$ cat src/rtl/core/stsd_pkg.sv
`default_nettype none
package stsd_pkg;

    localparam int unsigned HDR_WORDS = 6;
    localparam int unsigned QDEPTH    = 4;
    localparam int unsigned QAW       = $clog2(QDEPTH);

    // register indexes on the configuration channel
    localparam logic [2:0] CFG_RANGE_START = 3'd0;
    localparam logic [2:0] CFG_RANGE_END   = 3'd1;
    localparam logic [2:0] CFG_BYTE_SWAP   = 3'd2;
    localparam logic [2:0] CFG_CLIP        = 3'd3;
    localparam logic [2:0] CFG_MAX_COUNT   = 3'd4;

    // section kinds
    localparam logic [1:0] KIND_RANGE = 2'd0;
    localparam logic [1:0] KIND_VAR   = 2'd1;
    localparam logic [1:0] KIND_FIXED = 2'd2;

    // header type codes
    localparam logic [7:0] TYPE_RANGE = 8'd1;
    localparam logic [7:0] TYPE_VAR   = 8'd2;
    localparam logic [7:0] TYPE_FIXED = 8'd3;

    typedef enum logic [1:0] {
        ACT_NONE,
        ACT_ITEM,
        ACT_ERROR
    } act_t;

    // one decoded request between front and back
    typedef struct packed {
        logic        clr;
        act_t        act;
        logic [31:0] start;
        logic [31:0] stop;
        logic [31:0] value;
        logic [1:0]  kind;
    } entry_t;

    typedef struct packed {
        logic [31:0] range_start;
        logic [31:0] range_end;
        logic        clip;
        logic [30:0] max_count;
    } back_cfg_t;

endpackage
`default_nettype wire

$ cat src/rtl/core/signal_track_section_decoder.sv
`default_nettype none
// Channel   Direction  Handshake                  Payload
// s_        in         s_tvalid / s_tready        s_tdata: word; s_tuser: flags
// m_        out        m_tvalid / m_tready        m_tdata: interval; m_tuser: kind, error
// cfg_      in         cfg_valid / cfg_ready      cfg_index, cfg_data
//
// One section word is taken per cycle while the four-entry request queue has room.
// The front decodes the word in the cycle it is taken and queues any request; the back
// pops each queued request, applies the range compare and count limit, then holds the
// result in an output register. Reset is synchronous: it empties the queue and
// output register and restores register defaults. A stalled output fills the queue,
// then drops s_tready.
module signal_track_section_decoder (
    input  wire logic         aclk,
    input  wire logic         aresetn,
    input  wire logic         s_tvalid,
    output logic              s_tready,
    input  wire logic [31:0]  s_tdata,   // [31:0] word
    input  wire logic [1:0]   s_tuser,   // [0] block_first, [1] query_first
    output logic              m_tvalid,
    input  wire logic         m_tready,
    output logic [95:0]       m_tdata,   // [31:0] interval_start, [63:32] interval_end,
                                         // [95:64] value_bits
    output logic [2:0]        m_tuser,   // [1:0] section_kind, [2] format_error
    input  wire logic         cfg_valid,
    output logic              cfg_ready,
    input  wire logic [2:0]   cfg_index,
    input  wire logic [31:0]  cfg_data
);

    logic [31:0] range_start_reg;
    logic [31:0] range_end_reg;
    logic        byte_swap_reg;
    logic        clip_reg;
    logic [30:0] max_count_reg;

    stsd_pkg::back_cfg_t back_cfg;
    stsd_pkg::entry_t    push_entry;
    stsd_pkg::entry_t    pop_entry;
    logic                push;
    logic                pop;
    logic                q_full;
    logic                q_not_empty;
    logic                s_accept;
    logic [31:0]         out_start;
    logic [31:0]         out_end;
    logic [31:0]         out_value;
    logic [1:0]          out_kind;
    logic                out_error;

    assign cfg_ready = 1'b1;
    assign s_tready  = !q_full;
    assign s_accept  = s_tvalid && s_tready;

    always_ff @(posedge aclk) begin
        if (!aresetn) begin
            range_start_reg <= '0;
            range_end_reg   <= '1;
            byte_swap_reg   <= 1'b0;
            clip_reg        <= 1'b1;
            max_count_reg   <= '0;
        end else if (cfg_valid) begin
            case (cfg_index)
                stsd_pkg::CFG_RANGE_START: range_start_reg <= cfg_data;
                stsd_pkg::CFG_RANGE_END:   range_end_reg   <= cfg_data;
                stsd_pkg::CFG_BYTE_SWAP:   byte_swap_reg   <= cfg_data[0];
                stsd_pkg::CFG_CLIP:        clip_reg        <= cfg_data[0];
                stsd_pkg::CFG_MAX_COUNT:   max_count_reg   <= cfg_data[30:0];
                default: ;
            endcase
        end
    end

    always_comb begin
        back_cfg.range_start = range_start_reg;
        back_cfg.range_end   = range_end_reg;
        back_cfg.clip        = clip_reg;
        back_cfg.max_count   = max_count_reg;
    end

    stsd_front u_front (
        .aclk           (aclk),
        .aresetn        (aresetn),
        .byte_swapped   (byte_swap_reg),
        .in_valid       (s_accept),
        .in_word        (s_tdata),
        .in_block_first (s_tuser[0]),
        .in_query_first (s_tuser[1]),
        .push_entry     (push_entry),
        .push           (push)
    );

    stsd_fifo u_fifo (
        .aclk       (aclk),
        .aresetn    (aresetn),
        .push       (push),
        .push_entry (push_entry),
        .full       (q_full),
        .pop        (pop),
        .pop_entry  (pop_entry),
        .not_empty  (q_not_empty)
    );

    stsd_back u_back (
        .aclk        (aclk),
        .aresetn     (aresetn),
        .cfg         (back_cfg),
        .q_not_empty (q_not_empty),
        .q_entry     (pop_entry),
        .pop         (pop),
        .out_valid   (m_tvalid),
        .out_ready   (m_tready),
        .out_start   (out_start),
        .out_end     (out_end),
        .out_value   (out_value),
        .out_kind    (out_kind),
        .out_error   (out_error)
    );

    assign m_tdata = {out_value, out_end, out_start};
    assign m_tuser = {out_error, out_kind};

endmodule
`default_nettype wire

$ cat src/rtl/core/stsd_front.sv
`default_nettype none
module stsd_front (
    input  wire logic             aclk,
    input  wire logic             aresetn,
    input  wire logic             byte_swapped,
    input  wire logic             in_valid,
    input  wire logic [31:0]      in_word,
    input  wire logic             in_block_first,
    input  wire logic             in_query_first,
    output stsd_pkg::entry_t      push_entry,
    output logic                  push
);

    logic [2:0]  hdr_idx_reg, hdr_idx_next;
    logic [1:0]  item_idx_reg, item_idx_next;
    logic [15:0] items_left_reg, items_left_next;
    logic [1:0]  kind_reg, kind_next;
    logic [31:0] step_reg, step_next;
    logic [31:0] span_reg, span_next;
    logic [31:0] fixed_start_reg, fixed_start_next;
    logic [31:0] held_start_reg, held_start_next;
    logic [31:0] held_end_reg, held_end_next;
    logic        skip_reg, skip_next;

    logic [31:0] d;
    logic [7:0]  hdr_type;
    logic [15:0] hdr_count;
    logic [2:0]  hdr_idx_eff;
    logic [1:0]  item_idx_eff;
    logic [15:0] items_left_eff;
    logic        skip_eff;

    always_comb begin
        d = byte_swapped ? {in_word[7:0], in_word[15:8], in_word[23:16], in_word[31:24]}
                         : in_word;
        hdr_type  = in_word[7:0];
        hdr_count = byte_swapped ? {in_word[23:16], in_word[31:24]} : in_word[31:16];

        // a new section abandons whatever is in progress
        hdr_idx_eff    = in_block_first ? 3'd0 : hdr_idx_reg;
        item_idx_eff   = in_block_first ? 2'd0 : item_idx_reg;
        items_left_eff = in_block_first ? 16'd0 : items_left_reg;
        skip_eff       = in_block_first ? 1'b0 : skip_reg;

        hdr_idx_next     = hdr_idx_eff;
        item_idx_next    = item_idx_eff;
        items_left_next  = items_left_eff;
        kind_next        = kind_reg;
        step_next        = step_reg;
        span_next        = span_reg;
        fixed_start_next = fixed_start_reg;
        held_start_next  = held_start_reg;
        held_end_next    = held_end_reg;
        skip_next        = skip_eff;

        push_entry       = '0;
        push_entry.clr   = in_query_first;
        push_entry.act   = stsd_pkg::ACT_NONE;
        push_entry.kind  = kind_reg;
        push_entry.value = d;

        if (hdr_idx_eff < 3'(stsd_pkg::HDR_WORDS)) begin
            hdr_idx_next = hdr_idx_eff + 3'd1;
            case (hdr_idx_eff)
                3'd1: fixed_start_next = d;
                3'd3: step_next = d;
                3'd4: span_next = d;
                3'd5: begin
                    item_idx_next = 2'd0;
                    if (hdr_type == stsd_pkg::TYPE_RANGE || hdr_type == stsd_pkg::TYPE_VAR
                        || hdr_type == stsd_pkg::TYPE_FIXED) begin
                        kind_next       = 2'(hdr_type - 8'd1);
                        items_left_next = hdr_count;
                        skip_next       = 1'b0;
                    end else begin
                        items_left_next  = 16'd0;
                        skip_next        = 1'b1;
                        push_entry.act   = stsd_pkg::ACT_ERROR;
                        push_entry.value = '0;
                        push_entry.kind  = '0;
                    end
                end
                default: ;
            endcase
        end else if (!skip_eff && items_left_eff != 16'd0) begin
            case (kind_reg)
                stsd_pkg::KIND_RANGE: begin
                    if (item_idx_eff == 2'd0) begin
                        held_start_next = d;
                        item_idx_next   = 2'd1;
                    end else if (item_idx_eff == 2'd1) begin
                        held_end_next = d;
                        item_idx_next = 2'd2;
                    end else begin
                        push_entry.act   = stsd_pkg::ACT_ITEM;
                        push_entry.start = held_start_reg;
                        push_entry.stop  = held_end_reg;
                        item_idx_next    = 2'd0;
                        items_left_next  = items_left_eff - 16'd1;
                    end
                end
                stsd_pkg::KIND_VAR: begin
                    if (item_idx_eff == 2'd0) begin
                        held_start_next = d;
                        item_idx_next   = 2'd1;
                    end else begin
                        push_entry.act   = stsd_pkg::ACT_ITEM;
                        push_entry.start = held_start_reg;
                        push_entry.stop  = held_start_reg + span_reg;
                        item_idx_next    = 2'd0;
                        items_left_next  = items_left_eff - 16'd1;
                    end
                end
                stsd_pkg::KIND_FIXED: begin
                    push_entry.act   = stsd_pkg::ACT_ITEM;
                    push_entry.start = fixed_start_reg;
                    push_entry.stop  = fixed_start_reg + span_reg;
                    fixed_start_next = fixed_start_reg + step_reg;
                    item_idx_next    = 2'd0;
                    items_left_next  = items_left_eff - 16'd1;
                end
                default: begin
                    item_idx_next   = 2'd0;
                    items_left_next = items_left_eff - 16'd1;
                end
            endcase
        end

        // forward only words that produce a result or clear the count
        push = in_valid && (push_entry.act != stsd_pkg::ACT_NONE || in_query_first);
    end

    always_ff @(posedge aclk) begin
        if (!aresetn) begin
            hdr_idx_reg     <= '0;
            item_idx_reg    <= '0;
            items_left_reg  <= '0;
            kind_reg        <= '0;
            step_reg        <= '0;
            span_reg        <= '0;
            fixed_start_reg <= '0;
            held_start_reg  <= '0;
            held_end_reg    <= '0;
            skip_reg        <= 1'b0;
        end else if (in_valid) begin
            hdr_idx_reg     <= hdr_idx_next;
            item_idx_reg    <= item_idx_next;
            items_left_reg  <= items_left_next;
            kind_reg        <= kind_next;
            step_reg        <= step_next;
            span_reg        <= span_next;
            fixed_start_reg <= fixed_start_next;
            held_start_reg  <= held_start_next;
            held_end_reg    <= held_end_next;
            skip_reg        <= skip_next;
        end
    end

endmodule
`default_nettype wire

$ cat src/rtl/core/stsd_fifo.sv
`default_nettype none
module stsd_fifo (
    input  wire logic             aclk,
    input  wire logic             aresetn,
    input  wire logic             push,
    input  wire stsd_pkg::entry_t push_entry,
    output logic                  full,
    input  wire logic             pop,
    output stsd_pkg::entry_t      pop_entry,
    output logic                  not_empty
);

    stsd_pkg::entry_t mem_reg [stsd_pkg::QDEPTH];

    logic [stsd_pkg::QAW-1:0] wr_ptr_reg, wr_ptr_next;
    logic [stsd_pkg::QAW-1:0] rd_ptr_reg, rd_ptr_next;
    logic [stsd_pkg::QAW:0]   count_reg, count_next;
    logic                     do_push;
    logic                     do_pop;

    always_comb begin
        full      = count_reg == (stsd_pkg::QAW+1)'(stsd_pkg::QDEPTH);
        not_empty = count_reg != '0;
        do_push   = push && !full;
        do_pop    = pop && not_empty;
        pop_entry = mem_reg[rd_ptr_reg];

        wr_ptr_next = do_push ? wr_ptr_reg + 1'b1 : wr_ptr_reg;
        rd_ptr_next = do_pop ? rd_ptr_reg + 1'b1 : rd_ptr_reg;
        count_next  = count_reg;
        if (do_push && !do_pop) begin
            count_next = count_reg + 1'b1;
        end else if (do_pop && !do_push) begin
            count_next = count_reg - 1'b1;
        end
    end

    always_ff @(posedge aclk) begin
        if (do_push) begin
            mem_reg[wr_ptr_reg] <= push_entry;
        end
    end

    always_ff @(posedge aclk) begin
        if (!aresetn) begin
            wr_ptr_reg <= '0;
            rd_ptr_reg <= '0;
            count_reg  <= '0;
        end else begin
            wr_ptr_reg <= wr_ptr_next;
            rd_ptr_reg <= rd_ptr_next;
            count_reg  <= count_next;
        end
    end

endmodule
`default_nettype wire

$ cat src/rtl/core/stsd_back.sv
`default_nettype none
module stsd_back (
    input  wire logic                aclk,
    input  wire logic                aresetn,
    input  wire stsd_pkg::back_cfg_t cfg,
    input  wire logic                q_not_empty,
    input  wire stsd_pkg::entry_t    q_entry,
    output logic                     pop,
    output logic                     out_valid,
    input  wire logic                out_ready,
    output logic [31:0]              out_start,
    output logic [31:0]              out_end,
    output logic [31:0]              out_value,
    output logic [1:0]               out_kind,
    output logic                     out_error
);

    logic [30:0] count_reg, count_next;
    logic        valid_reg, valid_next;
    logic [31:0] start_reg, start_next;
    logic [31:0] end_reg, end_next;
    logic [31:0] value_reg, value_next;
    logic [1:0]  kind_reg, kind_next;
    logic        error_reg, error_next;

    logic [30:0] count_eff;
    logic [31:0] cs;
    logic [31:0] ce;
    logic        overlap;
    logic        at_limit;
    logic        load;

    always_comb begin
        pop       = q_not_empty && (!valid_reg || out_ready);
        count_eff = q_entry.clr ? 31'd0 : count_reg;

        cs       = (q_entry.start > cfg.range_start) ? q_entry.start : cfg.range_start;
        ce       = (q_entry.stop < cfg.range_end) ? q_entry.stop : cfg.range_end;
        overlap  = cs < ce;
        at_limit = cfg.max_count != 31'd0 && count_eff >= cfg.max_count;

        count_next = count_reg;
        load       = 1'b0;
        start_next = start_reg;
        end_next   = end_reg;
        value_next = value_reg;
        kind_next  = kind_reg;
        error_next = error_reg;

        if (pop) begin
            count_next = count_eff;
            case (q_entry.act)
                stsd_pkg::ACT_ITEM: begin
                    if (overlap && !at_limit) begin
                        load = 1'b1;
                        if (count_eff != '1) begin
                            count_next = count_eff + 31'd1;
                        end
                        start_next = cfg.clip ? cs : q_entry.start;
                        end_next   = cfg.clip ? ce : q_entry.stop;
                        value_next = q_entry.value;
                        kind_next  = q_entry.kind;
                        error_next = 1'b0;
                    end
                end
                stsd_pkg::ACT_ERROR: begin
                    load       = 1'b1;
                    start_next = '0;
                    end_next   = '0;
                    value_next = '0;
                    kind_next  = '0;
                    error_next = 1'b1;
                end
                default: ;
            endcase
        end

        if (load) begin
            valid_next = 1'b1;
        end else if (out_ready) begin
            valid_next = 1'b0;
        end else begin
            valid_next = valid_reg;
        end

        out_valid = valid_reg;
        out_start = start_reg;
        out_end   = end_reg;
        out_value = value_reg;
        out_kind  = kind_reg;
        out_error = error_reg;
    end

    always_ff @(posedge aclk) begin
        start_reg <= start_next;
        end_reg   <= end_next;
        value_reg <= value_next;
        kind_reg  <= kind_next;
        error_reg <= error_next;
    end

    always_ff @(posedge aclk) begin
        if (!aresetn) begin
            count_reg <= '0;
            valid_reg <= 1'b0;
        end else begin
            count_reg <= count_next;
            valid_reg <= valid_next;
        end
    end

endmodule
`default_nettype wire
$ cat config.mk
export PLATFORM = sky130hd
export DESIGN_NAME = signal_track_section_decoder
export DESIGN_NICKNAME = d
export VERILOG_FILES = /design/src/rtl/core/stsd_pkg.sv /design/src/rtl/core/signal_track_section_decoder.sv /design/src/rtl/core/stsd_front.sv /design/src/rtl/core/stsd_fifo.sv /design/src/rtl/core/stsd_back.sv
export SDC_FILE = /design/constraint.sdc
export NUM_CORES = 2
export LEC_CHECK = 0
export BUFFER_PORTS_ARGS = -buffer_cell sky130_fd_sc_hd__buf_2
export CAP_MARGIN = 20
export CORE_MARGIN = 5
export CORE_UTILIZATION = 60
export CTS_BUF_LIST = sky130_fd_sc_hd__clkbuf_2
export DETAILED_ROUTE_END_ITERATION = 16
export GPL_TIMING_DRIVEN = 0
export PLACE_DENSITY = 0.8
export REMOVE_ABC_BUFFERS = 1
export SLEW_MARGIN = 20
export SYNTH_ARGS = -nofsm -noshare
export SYNTH_HDL_FRONTEND = slang
export SYNTH_SLANG_ARGS = --single-unit
$ cat constraint.sdc
create_clock -name aclk -period 12.1 [get_ports aclk]
set_input_delay 1.21 -clock aclk [delete_from_list [all_inputs] [get_ports aclk]]
set_output_delay 1.21 -clock aclk [all_outputs]
set_load 0.02 [all_outputs]
==> impl_metrics.toml <==
[grt]
overflow = 0
grt_max_degree = 133
antenna_found_initial = 2
grt_pass1_vias = 31030
track_usage = 0.2820
grt_pass1_wl_mm = 167.0

[clock_tree]
hold_buffers = 36
cts_buffer_depth = 3
cts.clk_slew.worst_paths_ps = 110
insertion_delay_ps = 1450
cts-resized-gates = 0
cts_tree = "done"
h-tree-depth = 4
cts_buffers = 202
cts_root_buffer = "clkbuf_2"
clkSinkCount = 825
post-cts-setup-buffer-count = 0

[floorplan]
num_rows = 96
die_w_um = 273.4
dieArea_um2 = 74740
die_h_um = 273.4
io_pins = 176
start_util = 0.6058
core-area_um2 = 68710

[setup_path]
cp-end-kind = "register"
cp.required_ps = 13210
cp_data_arrival_time_ps = 10200
crit_type = "register to register"
startpoint_type = "register"
crit_path_max_fanout = 35

[synth]
synthCells = 3803
syn_area_per_cell_um2 = 10.94
ys_ff_latch = 825
async_flop_share = 0
synth_edf_count = 503
synthFlopType = "edfxtp_1"
ys_seq_area_frac = 0.5178
synth_area_um2 = 41620
synth.distinct_cells = 86
yosysWarnings = 0

[sta]
period_share = 0.7516
tightest_slew_ps = 1171
setup_tns_ps = 0
relSlewSlack = 0.1967
hold_violations = 0
fmax_mhz = 110.0
period_needed_ps = 9094
setup_viol = 0
fin_worst_skew_ps = 86.04
grt_setup_unrepaired = "no"
timing.final.max_slew_violations = 0

[layout]
area_growth_pct = 11.16
largest_reg_flops = 404
multi_input_area_um2 = 18800
seq_area_um2 = 21570
layout.nets = 4370
final_core_util = 0.6734
drive_above_1_share = 0.1720
fill_cells = 5256

[pwr]
powerDensity_nw_per_um2 = 169.7
swShare = 0.3607
peakVddDrop_mv = 0.1117
p_leak_uw = 0.01768
p_seq_frac = 0.434
power.internal_uw = 5020
clkPwrFrac = 0.234
pwr-share-comb = 0.331
switchingPower_uw = 2833

[routing]
wire_per_inst_um = 20.64
drtAntennaViolNets = 0
vias_per_cell = 6.116
remaining_drc_errors = 0
drt_pass1_iterations = 6
vias = 31620
totalWireLength_mm = 106.7
drtIter0Drc = 2899

[placed_design]
dp_hpwl_mm = 75.65
io_buffers = 174
place.gp.congestion = 0.9261

[flow_run]
maxCapViolations = 0

[worst_hold_path]
hp-class = "primary input to register"

[status]
status = "completed"
==> cells in the final DEF, fill, tap and decap left out, types with 36 or more instances in the layout <==
| cell type | count |
|---|---|
| a211oi_1 | 190 |
| a21o_1 | 72 |
| a21oi_1 | 241 |
| a22oi_1 | 49 |
| buf_2 | 183 |
| clkbuf_2 | 309 |
| clkinv_1 | 50 |
| dfxtp_1 | 318 |
| dlygate4sd3_1 | 36 |
| edfxtp_1 | 503 |
| ha_1 | 233 |
| inv_1 | 145 |
| mux2i_1 | 111 |
| mux4_2 | 101 |
| nand2_1 | 319 |
| nand3_1 | 54 |
| nand4_1 | 39 |
| nor2_1 | 423 |
| nor2b_1 | 94 |
| nor3_1 | 54 |
| o211ai_1 | 58 |
| o21ai_0 | 144 |
| xnor2_1 | 59 |
==> critical path, stage by stage (launching register included) <==
cell	delay (ps)
dfxtp_4	540
buf_16	300
buf_16	260
mux4_2	610
ha_1	320
a21o_1	160
a21o_1	170
a211oi_1	390
o2111ai_1	250
o2bb2ai_1	280
nor2_4	520
buf_12	270
mux2i_1	290
ha_1	290
a21o_1	170
a21o_1	180
a2111oi_0	490
o21ai_0	210
a211o_1	320
a2111oi_0	890
o41a_1	510
a22oi_1	190
nor2_4	560
buf_12	270
buf_16	200
==> stage by stage <==
step                      worst slack [ps]  area (um^2)  power, uW  instances  hold WS [ps]
after global routing                  2724        46270       8314       5170         66.40
after detailed placement              3190        43990       6040       4748         446.3
after global placement              -10030        42800       6016       4686         441.6
after floorplan                      -3177        40770       5203       3581         436.3
after CTS                             3113        46230       7884       5162         18.99
final                                 3006        46270       7854       5170         179.1
==> power groups by stage <==
| stage | Clock, uW | Combinational, uW | Sequential [uW] |
|---|---|---|---|
| global placement | 0 | 2360 | 3650 |
| CTS | 1890 | 2580 | 3410 |
| floorplan | 0 | 1430 | 3770 |
| finish | 1840 | 2600 | 3410 |
| global route | 2060 | 2820 | 3440 |
| detailed placement | 0 | 2560 | 3480 |
==> synth_stat cells, types with 59 or more instances <==
cell      instances  share of area
edfxtp_1        503           0.36
nor2_1          426          0.038
dfxtp_1         322           0.15
nand2_1         321          0.029
a21oi_1         242          0.029
ha_1            234          0.070
a211oi_1        190          0.034
clkbuf_1        177          0.016
inv_1           145          0.013
o21ai_0         144          0.017
mux2i_1         115          0.028
mux4_2          101          0.055
nor2b_1          95          0.014
a21o_1           73          0.013
xnor2_1          59          0.012
==> routing by layer <==
layer / vias to the layer above / global-route usage / routed length, um
li1: 14900 / - / -
met1: 15170 / 0.3775 / 44180
met2: 1313 / 0.4605 / 50470
met3: 237 / 0.04847 / 8126
met4: 0 / 0.1162 / 3952
met5: - / 0 / 0
==> cell families after synthesis <==
| kind of cell | Yosys count | synth area share |
|---|---|---|
| DFF | 825 | 0.5178 |
| buffers and inverters | 368 | 0.03367 |
| and+or+nand+nor | 1144 | 0.1271 |
| other | 1 | 0.00009010 |
| AOI/OAI and AO/OA | 924 | 0.1481 |
| adders and majority gates | 238 | 0.07227 |
| xor gates and xnor gates | 82 | 0.01726 |
| muxes | 221 | 0.08366 |
==> worst paths after layout <==
| kind | from | endpoint | slack [ps] | cells after the start |
|---|---|---|---|---|
| setup / recovery | register | u_back.out_value[3] | 3010 | 24 |
| hold reg to reg | range_start_reg[14] | range_start_reg[14] | 460 | 2 |
| setup reg to reg | register | u_back.out_value[3] | 3010 | 24 |
| hold / removal | cfg_valid | clip_reg | 180 | 4 |
==> layout make-up <==
cell class | count | area share
Inverter | 146 | 0.01201
Tap cell | 931 | 0.02518
Multi-Input combinational cell | 2610 | 0.4063
Antenna cell | 7 | 0.0003786
Sequential cell | 825 | 0.4661
Clock buffer | 309 | 0.03342
Clock inverter | 69 | 0.007139
Timing Repair Buffer | 273 | 0.04943
Note: power is estimated with default switching activity, not from simulation.
